## config.mk

```make
export PLATFORM = sky130hd
export DESIGN_NAME = rset_ctrl
export DESIGN_NICKNAME = d
export VERILOG_FILES = /design/src/rset_pkg.sv /design/src/rset_ctrl.sv
export SDC_FILE = /design/constraint.sdc
export NUM_CORES = 1
export LEC_CHECK = 0
export BUFFER_PORTS_ARGS = -buffer_cell sky130_fd_sc_hd__buf_2
export CORE_MARGIN = 2
export CORE_UTILIZATION = 48
export DETAILED_ROUTE_END_ITERATION = 8
export PLACE_DENSITY = 0.78
export SLEW_MARGIN = 20
export SYNTH_ARGS = -nofsm -noshare
export SYNTH_HDL_FRONTEND = slang
export SYNTH_SLANG_ARGS = --single-unit
export TNS_END_PERCENT = 30
```

## constraint.sdc

```tcl
create_clock -name clk_i -period 5.8 [get_ports clk_i]
set_clock_uncertainty 0.2 [all_clocks]
set_input_delay 1.16 -clock clk_i [delete_from_list [all_inputs] [get_ports clk_i]]
set_output_delay 1.16 -clock clk_i [all_outputs]
set_load 0.05 [all_outputs]
```

## src/rset_pkg.sv

```systemverilog
// Shared types and constants for the randomized set table.
`timescale 1ns / 1ps

package rset_pkg;

  // Default store depth
  localparam int unsigned CapacityDef = 1024;

  // Request kinds; any kind with the upper bit set is a random pick
  localparam logic [1:0] ReqInsert = 2'd0;
  localparam logic [1:0] ReqRemove = 2'd1;

  // Response status codes
  typedef enum logic [1:0] {
    StDone     = 2'd0,
    StPresence = 2'd1,
    StFull     = 2'd2,
    StEmpty    = 2'd3
  } status_e;

  // Request payload
  typedef struct packed {
    logic [1:0]         req_type;
    logic signed [31:0] value;
    logic [31:0]        random_word;
  } req_t;

  // Response payload
  typedef struct packed {
    logic [1:0]         status;
    logic signed [31:0] picked_value;
    logic [10:0]        member_count;
  } rsp_t;

  // Controller to datapath commands
  typedef struct packed {
    logic    accept;     // latch request, reset scan and divider
    logic    scan_step;  // issue next search read
    logic    div_step;   // one remainder bit
    logic    pick_rd;    // read entry at the remainder
    logic    last_rd;    // read last member
    logic    move_wr;    // last member into hit slot, count down
    logic    append_wr;  // write value at end, count up
    logic    load_out;   // load response register
    status_e status;     // status for the response
  } cmd_t;

  // Datapath to controller status
  typedef struct packed {
    logic in_rand;     // incoming request is a random pick
    logic empty;       // member count is zero
    logic full;        // member count at capacity
    logic req_insert;  // latched request is an insert
    logic hit;         // search found the value
    logic miss;        // search finished without a match
    logic div_last;    // divider on its final bit
    logic out_busy;    // response register holds an untaken response
  } sts_t;

endpackage

```

## src/rset_ctrl.sv

```systemverilog
// Sequencing state machine for the randomized set table.
`timescale 1ns / 1ps

module rset_ctrl (
  input  logic          clk_i,
  input  logic          rst_ni,
  input  logic          in_valid_i,
  output logic          in_ready_o,
  input  rset_pkg::sts_t sts_i,
  output rset_pkg::cmd_t cmd_o
);
  import rset_pkg::*;

  typedef enum logic [7:0] {
    SIdle   = 8'b0000_0001,
    SSearch = 8'b0000_0010,
    SDivide = 8'b0000_0100,
    SPickRd = 8'b0000_1000,
    SMoveRd = 8'b0001_0000,
    SMoveWr = 8'b0010_0000,
    SAppend = 8'b0100_0000,
    SFinish = 8'b1000_0000
  } state_e;

  state_e  state_q, state_d;
  status_e status_q, status_d;

  assign in_ready_o = (state_q == SIdle);

  // Next state and command decode
  always_comb begin
    state_d  = state_q;
    status_d = status_q;
    cmd_o    = '0;
    cmd_o.status = status_q;
    case (state_q)
      SIdle: begin
        if (in_valid_i) begin
          cmd_o.accept = 1'b1;
          status_d     = StDone;
          if (sts_i.in_rand) begin
            if (sts_i.empty) begin
              status_d = StEmpty;
              state_d  = SFinish;
            end else begin
              state_d = SDivide;
            end
          end else begin
            state_d = SSearch;
          end
        end
      end
      SSearch: begin
        cmd_o.scan_step = 1'b1;
        if (sts_i.hit) begin
          if (sts_i.req_insert) begin
            status_d = StPresence;
            state_d  = SFinish;
          end else begin
            state_d = SMoveRd;
          end
        end else if (sts_i.miss) begin
          if (!sts_i.req_insert) begin
            status_d = StPresence;
            state_d  = SFinish;
          end else if (sts_i.full) begin
            status_d = StFull;
            state_d  = SFinish;
          end else begin
            state_d = SAppend;
          end
        end
      end
      SDivide: begin
        cmd_o.div_step = 1'b1;
        if (sts_i.div_last) begin
          state_d = SPickRd;
        end
      end
      SPickRd: begin
        cmd_o.pick_rd = 1'b1;
        state_d       = SFinish;
      end
      SMoveRd: begin
        cmd_o.last_rd = 1'b1;
        state_d       = SMoveWr;
      end
      SMoveWr: begin
        cmd_o.move_wr = 1'b1;
        state_d       = SFinish;
      end
      SAppend: begin
        cmd_o.append_wr = 1'b1;
        state_d         = SFinish;
      end
      SFinish: begin
        if (!sts_i.out_busy) begin
          cmd_o.load_out = 1'b1;
          state_d        = SIdle;
        end
      end
      default: begin
        state_d = SIdle;
      end
    endcase
  end

  // State registers
  always_ff @(posedge clk_i or negedge rst_ni) begin
    if (!rst_ni) begin
      state_q  <= SIdle;
      status_q <= StDone;
    end else begin
      state_q  <= state_d;
      status_q <= status_d;
    end
  end

endmodule

```

==> flow_summary.toml <==
[status]
outcome = "completed"

[clocking]
numCtsBuffers = 3
clock-root-buffer = "clkbuf_4"
cts_sinks = 10
post-cts-setup-buffers = 0
clockBufferDepth = 2
htree_levels = 1
ctsResizeCount = 0
clock_latency_ns = 0.27
clk_pin_slew_ns = 0.07
tritoncts = "done"
cts_hold_buf = 0

[min_path]
holdPathStages = 1
hold_class = "reg2reg"

[drt]
wl_um = 1720
vias = 715
drc = 0
dr.pass1.iters = 4
drtAntennaViolNets = 0
viasPerCell = 6.11
wl_per_cell_um = 14.7
drt_iter0_drc = 21

[sta]
setup_viol = 0
worstMarginPinSlew_ns = 0.630
hold_viol = 0
tns_ns = 0
rsz0062_at_grt = "false"
fin_crit_sh_pct = 58.6
fmax_mhz = 294
min_period_ns = 3.40
slew_viol_final = 0
slew_headroom_pct = 57.6

[synthesis]
yosysTopAreaCellShare_pct = 30.8
synth_flop_cell = "dfrtp_1"
synth_edf_count = 0
ys_seq_area_share_pct = 34.4
yosys_warnings = 0
synth-seq-cells = 10
syn_nets = 91
synth_top_area_cell = "dfrtp_1"
syn_inst = 80
yosysMostFrequentCell = "dfrtp_1"
synth_area_leaders = "dfrtp_1 (31%), nor2_1 (4.1%), nor3b_1 (4.1%)"
yosys.cell_types.count = 39
syn-mean-instance-area_sq_um = 9.15
synth_common_cells = "dfrtp_1 (9), nor2_1 (8), inv_1 (5)"
netlist_area_sq_um = 732
async_reset_ff_share_pct = 100

[worst_setup_path]
cp-start-kind = "register"
end_kind = "primary output"
arrival_ns = 2.04
cp_max_fo = 8
crit_required_ns = 4.44
rr_worst_depth = 4
path_class = "reg2out"

[place]
portBuffers = 21
hpwlAfterDp_um = 1280
routabilityCongestion = 0.833

[pwr]
power_density_mw_per_mm2 = 531
peakVddDrop_uv = 267
power.leakage_nw = 0.436
total_power_w = 0.000459

[finish]
syn_to_final_growth_pct = 18.1
drive_gt1_share_pct = 30.7
nets = 113
antenna_cells = 0
fillers = 137

[global_route]
grt.overflow.total = 0
antenna_found_initial = 0
grt_usage_pct = 20.2
grt_pass1_wl_um = 2790
grt_pass1_vias = 656
grt_max_degree = 11

[floorplanning]
dieArea_sq_mm = 0.00185
die_w_um = 43.1
row_count = 14
coreArea_sq_mm = 0.00147
start_util_pct = 49.7
ios = 22
dieHeight_um = 43.1

[run]
maxCapViolations = 0
-- cell type report --
class	count	area [sq um]	share of cell area (%)
Sequential cell	10	251	29.1
Inverter	5	18.8	2.17
Clock buffer	4	36.3	4.20
Timing Repair Buffer	21	105	12.2
Multi-Input combinational cell	61	433	50.1
Tap cell	16	20.0	2.32
-- metrics by stage --
step	hold WS [ns]	instance area (sq um)	setup WS [ns]	utilization (%)	std cells
floorplan	0.275	732	2.13	-	80
global placement	0.285	828	2.70	56.3	113
detailed placement	0.291	828	2.70	56.3	113
CTS	0.310	865	2.43	58.8	117
global route	0.322	865	2.27	58.8	117
finish	0.309	865	2.40	58.8	117
-- sequential cells by signal, summed over array words and instances (netlist names) --
register,flops
status_q,2
state_q,8
-- worst paths after layout --
kind | start | end | slack [ns]
min | status_q[0]$_DFFE_PN0P_ | status_q[0]$_DFFE_PN0P_ | 0.31
min in group asynchronous | rst_ni | state_q[1]$_DFFE_PN0P_ | 0.54
max | state_q[5]$_DFFE_PN0P_ | cmd_o[9] | 2.40
max in group asynchronous | rst_ni | state_q[0]$_DFFE_PN1P_ | 4.60
min reg2reg | status_q[0]$_DFFE_PN0P_ | status_q[0]$_DFFE_PN0P_ | 0.31
max reg2reg | state_q[5]$_DFFE_PN0P_ | status_q[0]$_DFFE_PN0P_ | 3.80
-- layout by cell type, fill, tap and decap left out, drive strengths merged, types with 2 or more instances in the layout --
cell type and count:
buf 21, dfrtp 9, nor2 8, inv 5, and2 5, nand2 4
nor3b 4, nand2b 4, clkbuf 4, nor2b 3, nor4 3, and3 2
and4b 2, o32ai 2, a31oi 2, o32a 2, xnor2 2, o21ai 2
o221ai 2
-- power by group --
group	total, W	internal, W	switching, W
combinational	0.000278	0.0000946	0.000183
sequential	0.000116	0.0000929	0.0000229
clock	0.0000651	0.0000382	0.0000269
total	0.000459	0.000226	0.000233
-- critical path, cell delays in order, from the launching register on --
cell     delay [ns]
dfrtp_1        0.48
nor4_4         0.45
nand2_1        0.23
nor2_1         0.22
and2_1         0.14
buf_2          0.25
-- cell families (layout without fill, tap and decap cells) --
kind of cell / Yosys count / after routing / synth area share (%)
flops: 10 / 10 / 34.4
simple gates: 39 / 39 / 33.3
compound gates: 17 / 17 / 19.3
mux: 2 / 2 / 2.91
xor+xnor: 3 / 3 / 3.59
buf+inv: 9 / 30 / 6.49
-- routing by layer --
layer	GRT usage, %	part of all wire (%)	vias to the layer above	wire, um
met5	0	0	-	0
met4	9.70	2.2	0	37
met3	2.98	6.6	5	113
met2	31.8	47	31	816
met1	27.0	44	335	751
li1	-	-	344	-
No activity file was read; power rests on OpenSTA's default activity.
